===== config.mk =====
export PLATFORM = sky130hd
export DESIGN_NAME = miller_rabin_primality_test_top
export DESIGN_NICKNAME = d
export VERILOG_FILES = /design/src/hdl/mrpt_pkg.sv /design/src/hdl/miller_rabin_primality_test_top.sv /design/src/hdl/mrpt_modmul.sv
export VERILOG_INCLUDE_DIRS = /design/src /design/src/hdl
export SDC_FILE = /design/constraint.sdc
export NUM_CORES = 2
export LEC_CHECK = 0
export ABC_AREA = 1
export BUFFER_PORTS_ARGS = -buffer_cell sky130_fd_sc_hd__buf_2
export CAP_MARGIN = 20
export CORE_MARGIN = 10
export CORE_UTILIZATION = 46
export DETAILED_ROUTE_END_ITERATION = 8
export GPL_ROUTABILITY_DRIVEN = 0
export PLACE_DENSITY = 0.68
export SLEW_MARGIN = 0
export SYNTH_ARGS = -nofsm -noshare
export SYNTH_HDL_FRONTEND = slang
export SYNTH_HIERARCHICAL = 1
export SYNTH_SLANG_ARGS = --single-unit
export TNS_END_PERCENT = 20

===== constraint.sdc =====
create_clock -name aclk -period 7.05 [get_ports aclk]
set_clock_uncertainty 0.05 [all_clocks]
set_input_delay 0.3525 -clock aclk [delete_from_list [all_inputs] [get_ports aclk]]
set_output_delay 0.3525 -clock aclk [all_outputs]
set_load 0.01 [all_outputs]

===== src/hdl/miller_rabin_primality_test_top_macros.svh =====
// assertion macros for the primality test block
// used by the top level only
`ifndef MILLER_RABIN_PRIMALITY_TEST_TOP_MACROS_SVH
`define MILLER_RABIN_PRIMALITY_TEST_TOP_MACROS_SVH

// check a property on aclk, off during reset
`define MRPT_ASSERT(label, prop, msg) \
    label: assert property (@(posedge aclk) disable iff (!aresetn) prop) else $error(msg);

// check a property on aclk at every edge
`define MRPT_ASSERT_ALWAYS(label, prop, msg) \
    label: assert property (@(posedge aclk) prop) else $error(msg);

`endif


===== src/hdl/mrpt_pkg.sv =====
// package for the primality test block
// widths, base table and shared types; no dependencies
`default_nettype none
package mrpt_pkg;
    localparam int WIDTH      = 64;
    localparam int BASE_COUNT = 11;
    localparam int BIT_W      = $clog2(WIDTH);
    localparam int BASE_IDX_W = $clog2(BASE_COUNT + 1);

    typedef logic [WIDTH-1:0] word_t;

    // command to the modular multiplier
    typedef struct packed {
        logic  start;
        word_t a;
        word_t b;
        word_t m;
    } mul_req_t;

    typedef struct packed {
        logic  done;
        word_t p;
    } mul_rsp_t;

    function automatic word_t base_of(input logic [BASE_IDX_W-1:0] idx);
        word_t r;
        case (idx)
            4'd0:    r = word_t'(2);
            4'd1:    r = word_t'(3);
            4'd2:    r = word_t'(5);
            4'd3:    r = word_t'(7);
            4'd4:    r = word_t'(11);
            4'd5:    r = word_t'(13);
            4'd6:    r = word_t'(17);
            4'd7:    r = word_t'(19);
            4'd8:    r = word_t'(23);
            4'd9:    r = word_t'(29);
            4'd10:   r = word_t'(31);
            default: r = '0;
        endcase
        return r;
    endfunction
endpackage
`default_nettype wire


===== src/hdl/miller_rabin_primality_test_top.sv =====
// top level of the deterministic miller-rabin primality test
// depends on mrpt_pkg, mrpt_modmul and the macros header
//
//  channel | direction | ports                       | payload
//  s_      | in        | s_valid, s_ready, s_number  | 64-bit value
//  m_      | out       | m_valid, m_ready, m_is_prime| 1 bit
//
// one item at a time; the shared multiplier takes one modular multiply at a
// time, and the sequencer adds issue and handoff around each one; about 128
// multiplies per base and up to eleven bases; values of 2 or less and even
// values give their result the cycle after the item is taken
// synchronous active-low reset returns to idle and drops m_valid
// a stalled result holds in the output register; s_ready stays low until taken
`default_nettype none
`include "miller_rabin_primality_test_top_macros.svh"
module miller_rabin_primality_test_top (
    input  wire logic        aclk,
    input  wire logic        aresetn,
    input  wire logic        s_valid,
    output logic             s_ready,
    input  wire logic [63:0] s_number,
    output logic             m_valid,
    input  wire logic        m_ready,
    output logic             m_is_prime
);
    typedef enum logic [3:0] {
        IDLE, SPLIT, BASE, POW_MUL, POW_SQR, POW_NEXT, SQ_MUL, SQ_CHECK, DONE
    } state_t;

    state_t state_reg;
    mrpt_pkg::word_t n_reg, d_reg, e_reg, c_reg, bb_reg;
    logic [mrpt_pkg::BIT_W-1:0] s_reg, j_reg;
    logic [mrpt_pkg::BASE_IDX_W-1:0] idx_reg;
    logic prime_reg, wait_reg;
    mrpt_pkg::mul_req_t req;
    mrpt_pkg::mul_rsp_t rsp;
    mrpt_pkg::word_t n_in, base_w, nm1;

    assign n_in   = s_number[mrpt_pkg::WIDTH-1:0];
    assign base_w = mrpt_pkg::base_of(idx_reg);
    assign nm1    = n_reg - mrpt_pkg::word_t'(1);

    mrpt_modmul u_mul (.aclk(aclk), .aresetn(aresetn), .req(req), .rsp(rsp));

    always_ff @(posedge aclk) begin
        if (!aresetn) begin
            state_reg <= IDLE;
            m_valid   <= 1'b0;
            req.start <= 1'b0;
            wait_reg  <= 1'b0;
        end else begin
            req.start <= 1'b0;
            case (state_reg)
                IDLE: begin
                    if (s_valid) begin
                        n_reg <= n_in;
                        if (n_in <= mrpt_pkg::word_t'(2) || !n_in[0]) begin
                            prime_reg <= (n_in == mrpt_pkg::word_t'(2));
                            state_reg <= DONE;
                            m_valid   <= 1'b1;
                        end else begin
                            d_reg     <= n_in - mrpt_pkg::word_t'(1);
                            s_reg     <= '0;
                            state_reg <= SPLIT;
                        end
                    end
                end
                // strip trailing zeros, one per cycle
                SPLIT: begin
                    if (!d_reg[0]) begin
                        d_reg <= d_reg >> 1;
                        s_reg <= s_reg + mrpt_pkg::BIT_W'(1);
                    end else begin
                        idx_reg   <= '0;
                        state_reg <= BASE;
                    end
                end
                BASE: begin
                    if (idx_reg == mrpt_pkg::BASE_IDX_W'(mrpt_pkg::BASE_COUNT)
                            || base_w >= n_reg) begin
                        prime_reg <= 1'b1;
                        state_reg <= DONE;
                        m_valid   <= 1'b1;
                    end else begin
                        c_reg     <= mrpt_pkg::word_t'(1);
                        bb_reg    <= base_w;
                        e_reg     <= d_reg;
                        state_reg <= POW_MUL;
                    end
                end
                // right-to-left square and multiply
                POW_MUL: begin
                    if (!wait_reg) begin
                        if (e_reg == '0) begin
                            j_reg     <= '0;
                            state_reg <= SQ_CHECK;
                        end else if (e_reg[0]) begin
                            req.start <= 1'b1;
                            req.a <= c_reg; req.b <= bb_reg; req.m <= n_reg;
                            wait_reg  <= 1'b1;
                        end else begin
                            state_reg <= POW_SQR;
                        end
                    end else if (rsp.done) begin
                        c_reg     <= rsp.p;
                        wait_reg  <= 1'b0;
                        state_reg <= POW_SQR;
                    end
                end
                POW_SQR: begin
                    if (!wait_reg) begin
                        req.start <= 1'b1;
                        req.a <= bb_reg; req.b <= bb_reg; req.m <= n_reg;
                        wait_reg  <= 1'b1;
                    end else if (rsp.done) begin
                        bb_reg    <= rsp.p;
                        wait_reg  <= 1'b0;
                        state_reg <= POW_NEXT;
                    end
                end
                POW_NEXT: begin
                    e_reg     <= e_reg >> 1;
                    state_reg <= POW_MUL;
                end
                SQ_CHECK: begin
                    if (j_reg == s_reg) begin
                        if (c_reg != mrpt_pkg::word_t'(1)) begin
                            prime_reg <= 1'b0;
                            state_reg <= DONE;
                            m_valid   <= 1'b1;
                        end else begin
                            idx_reg   <= idx_reg + mrpt_pkg::BASE_IDX_W'(1);
                            state_reg <= BASE;
                        end
                    end else begin
                        req.start <= 1'b1;
                        req.a <= c_reg; req.b <= c_reg; req.m <= n_reg;
                        state_reg <= SQ_MUL;
                    end
                end
                SQ_MUL: begin
                    if (rsp.done) begin
                        if (rsp.p == mrpt_pkg::word_t'(1) && c_reg != mrpt_pkg::word_t'(1)
                                && c_reg != nm1) begin
                            prime_reg <= 1'b0;
                            state_reg <= DONE;
                            m_valid   <= 1'b1;
                        end else begin
                            c_reg     <= rsp.p;
                            j_reg     <= j_reg + mrpt_pkg::BIT_W'(1);
                            state_reg <= SQ_CHECK;
                        end
                    end
                end
                DONE: begin
                    if (m_ready) begin
                        m_valid   <= 1'b0;
                        state_reg <= IDLE;
                    end
                end
                default: state_reg <= IDLE;
            endcase
        end
    end

    assign s_ready    = (state_reg == IDLE);
    assign m_is_prime = prime_reg;

    `MRPT_ASSERT(a_no_accept_busy, m_valid |-> !s_ready, "input taken while result pending")
    `MRPT_ASSERT(a_hold_result, m_valid && !m_ready |=> m_valid && $stable(m_is_prime), "unstable")
    `MRPT_ASSERT(a_even_done, s_valid && s_ready && !s_number[0] |=> m_valid, "even value not settled")
    `MRPT_ASSERT_ALWAYS(a_reset_idle, !aresetn |=> !m_valid, "reset did not clear result")
endmodule
`default_nettype wire


===== src/hdl/mrpt_modmul.sv =====
// shift-and-add modular multiplier, one bit of b per cycle
// depends on mrpt_pkg
`default_nettype none
module mrpt_modmul (
    input  wire logic              aclk,
    input  wire logic              aresetn,
    input  wire mrpt_pkg::mul_req_t req,
    output mrpt_pkg::mul_rsp_t     rsp
);
    mrpt_pkg::word_t acc_reg, a_reg, b_reg, m_reg;
    logic [mrpt_pkg::BIT_W-1:0] bit_reg;
    logic busy_reg, done_reg;
    mrpt_pkg::word_t dbl, sum;
    logic [mrpt_pkg::WIDTH:0] t1, t2;

    // acc = 2*acc mod m, then + a mod m when the top bit of b is set; values stay below m
    always_comb begin
        t1  = {1'b0, acc_reg} + {1'b0, acc_reg};
        dbl = (t1 >= {1'b0, m_reg}) ? mrpt_pkg::word_t'(t1 - {1'b0, m_reg})
                                    : t1[mrpt_pkg::WIDTH-1:0];
        t2  = {1'b0, dbl} + {1'b0, a_reg};
        if (b_reg[mrpt_pkg::WIDTH-1]) begin
            sum = (t2 >= {1'b0, m_reg}) ? mrpt_pkg::word_t'(t2 - {1'b0, m_reg})
                                        : t2[mrpt_pkg::WIDTH-1:0];
        end else begin
            sum = dbl;
        end
    end

    always_ff @(posedge aclk) begin
        if (!aresetn) begin
            busy_reg <= 1'b0;
            done_reg <= 1'b0;
        end else begin
            done_reg <= 1'b0;
            if (req.start) begin
                busy_reg <= 1'b1;
                acc_reg  <= '0;
                a_reg    <= req.a;
                b_reg    <= req.b;
                m_reg    <= req.m;
                bit_reg  <= '0;
            end else if (busy_reg) begin
                acc_reg <= sum;
                b_reg   <= b_reg << 1;
                bit_reg <= bit_reg + mrpt_pkg::BIT_W'(1);
                if (bit_reg == mrpt_pkg::BIT_W'(mrpt_pkg::WIDTH - 1)) begin
                    busy_reg <= 1'b0;
                    done_reg <= 1'b1;
                end
            end
        end
    end

    assign rsp.done = done_reg;
    assign rsp.p    = acc_reg;
endmodule
`default_nettype wire


==> key figures <==
Routing
  – DRC violations left: 0
  – DR WL/cell: approximately 21 um
  – WL final: 211 mm
  – Drt first pass iters: 8
  – Via/cell ratio: roughly 5.6
  – Remaining antenna violation count: 0
  – Initial drt markers: a little under 8k
  – Total number of vias: about 55k

Die
  – Initial core utilization: 0.462
  – Core box area: ~0.12 mm2
  – Die ar.: approximately 0.14 mm2
  – Number of cell rows: between 100 and 150
  – Die Height: ~370 um
  – Io pins: 71
  – Die X: roughly 370 um

Clock tree
  – Root buffer cell: clkbuf_16
  – Worst skew pair latency: between 0.6 and 0.7 ns
  – CTS tree: yes
  – Sink Count: just over 800
  – Worst-path clk slew: ~0.070 ns
  – Maximum root-to-sink buffer count: 3
  – H-tree depth: 3
  – Cts bufs inserted: between 80 and 90

Logic synthesis
  – Top-count cell post-synth: nand2_1
  – Synth top area share: 0.422
  – Synthesized area: approximately 0.056 mm2
  – Average size of a mapped cell: ~7.3 um2
  – Synth Register Bits: 805
  – Post-synthesis sequential area ratio: 0.427
  – YS warnings: 6
  – Top cells by count, synth: nand2_1, inv_1, nor2_1, edfxtp_1, nand3_1
  – EDFF count, synth: 791
  – Top post-synthesis cells by area: edfxtp_1, nand2_1, inv_1
  – Cells after Synth: 7750
  – Asr flop ratio synth: 0
  – Top FF cell, synth: edfxtp_1
  – Syn Nets: between 8k and 9k
  – Yosys cell types: 52
  – Yosys top cell by area: edfxtp_1

Timing
  – Final Cycle Share: 1.02
  – RSZ-0062 raised after global routing: true
  – Post-layout min period: approximately 7.2 ns
  – Count of pins over their slew limit: 0
  – Max Freq: 139 MHz
  – Fin Setup TNS: -3.21 ns
  – Final hold viol count: 0
  – Setup ws final: -0.128 ns
  – Max_slew headroom: 0.186
  – Tightest Pin Transition: 1.21 ns
  – Final setup viols: 60

Final layout
  – Fill cell count: approximately 11k
  – Layout cells sized above 1: 0.122
  – Final net count: around 8.5k
  – Non-filler cells, final: slightly below 10k
  – Area growth from synthesis to layout: 17.8%
  – Final core occ: 0.545
  – Largest register FFs: 193
  – Most flops, register: req

Placed design
  – HPWL after DPL: between 150 and 200 mm
  – Port bufs: 70
  – Number of cells after detailed placement: 9642

Worst setup path
  – CP Max Fanout: 17
  – Worst EP required: ~7.4 ns
  – CP Capture Type: flip-flop
  – Worst setup SP type: flip-flop
  – CP max stage delay: between 0.4 and 0.5 ns
  – Kind of critical path: reg -> reg
  – CP max stage cell: nand4_1
  – Crit path top cell by count: nand2_1
  – Critical Path AT: around 7.5 ns

Global routing
  – Largest net degree at the start of global routing: about 130
  – Initial antenna violation count: 5
  – GRT Util Overall: 0.293
  – Global route overflow: 0
  – Vias in the first global route: 50.8k
  – First-pass GRT wire length: between 300 and 400 mm

Min path
  – Hold Crit Class: in -> reg

Power and ir drop
  – PwrDens: roughly 190 mW/mm2
  – Worst vdd ir: just under 0.2 mV
  – Pleak: 0.0310 uW

Status
  – Failing checks: negative setup slack
  – Status: complete, but fails checks

Job
  – MaxCap Viol Count: 0
-- where the power goes --
group | switching (uW) | leakage, uW | total (uW) | internal, uW
Clock | 1910 | 0.00126 | 4340 | 2430
Combinational | 1540 | 0.0227 | 2310 | 767
Sequential | 271 | 0.00699 | 5980 | 5710
-- worst max-delay path, delay by kind of cell (launching register included) --
| family | cells | cell delay (ns) |
|---|---|---|
| and+or+nand+nor | 27 | 3.39 |
| buffers and inverters | 10 | 1.53 |
| adders and majority gates | 3 | 0.88 |
| AOI/OAI and AO/OA | 5 | 0.61 |
| DFF | 1 | 0.38 |
-- per-layer routing --
metal / vias up / wire [um] / GRT usage
met1: 25500 / 80400 / 0.384
met2: 3520 / 90800 / 0.446
met5: - / 28 / 0
li1: 25600 / - / -
met4: 4 / 14700 / 0.167
met3: 667 / 25200 / 0.0627
-- final timing paths --
check | start | end | slack, ns | cells past startpoint
hold reg to reg | req[160] | u_mul/a_reg[32] | 0.36 | 0
setup reg to reg | u_mul/m_reg[37] | u_mul/acc_reg[27] | -0.13 | 45
hold / removal | aresetn | m_valid | 0.02 | 3
setup / recovery | u_mul/m_reg[37] | u_mul/acc_reg[27] | -0.13 | 45
-- placed cells by master (no fill, tap or decap), types with 64 or more instances in the layout --
master            n
a21oi_1         258
and2_1           64
buf_2            70
buf_4           369
clkbuf_16        87
dlygate4sd3_1    64
edfxtp_1        791
ha_1            112
ha_4             65
inv_1          1453
nand2_1        2407
nand2_2          79
nand3_1         469
nand4_1          96
nor2_1          780
nor3_1           70
o21ai_0         139
o22ai_1         130
xnor2_1          86
xor2_1          118
-- stage by stage --
step	total power (uW)	hold slack [ns]	setup slack [ns]	area, um2
CTS	12500	0.00379	0.00344	64400
finish	12600	0.0203	-0.128	66300
global route	13100	0.0153	-0.127	66300
floorplan	7430	0.350	-0.249	56300
global placement	8170	0.351	-0.536	60800
detailed placement	8210	0.355	-0.608	60800
-- final cells by class --
| type | count | area [um2] | area share |
|---|---|---|---|
| multi-input combinational | 5291 | 27600 | 0.416 |
| sequential | 805 | 24000 | 0.363 |
| inverter | 1508 | 5700 | 0.0859 |
| timing repair buffer | 529 | 4330 | 0.0653 |
| clock buffer | 98 | 2130 | 0.0322 |
| tap | 1625 | 2030 | 0.0307 |
| clock inverter | 49 | 474 | 0.00715 |
| antenna | 1 | 2.50 | 0.0000377 |
-- cell families after synthesis --
family / share of synthesized area
flops: 0.427
simple gates: 0.314
fa+ha+maj: 0.0475
compound gates: 0.0645
buf+inv: 0.114
xor+xnor: 0.0331
-- what timing repair did --
action	CTS	global route
pin swaps	5	23
hold endpoints to repair	64	0
buffers inserted	10	35
setup endpoints to repair	64	64
resized for setup	41	334
cloned	2	5
hold buffers	64	0
Power figures use the tool's default switching activity.
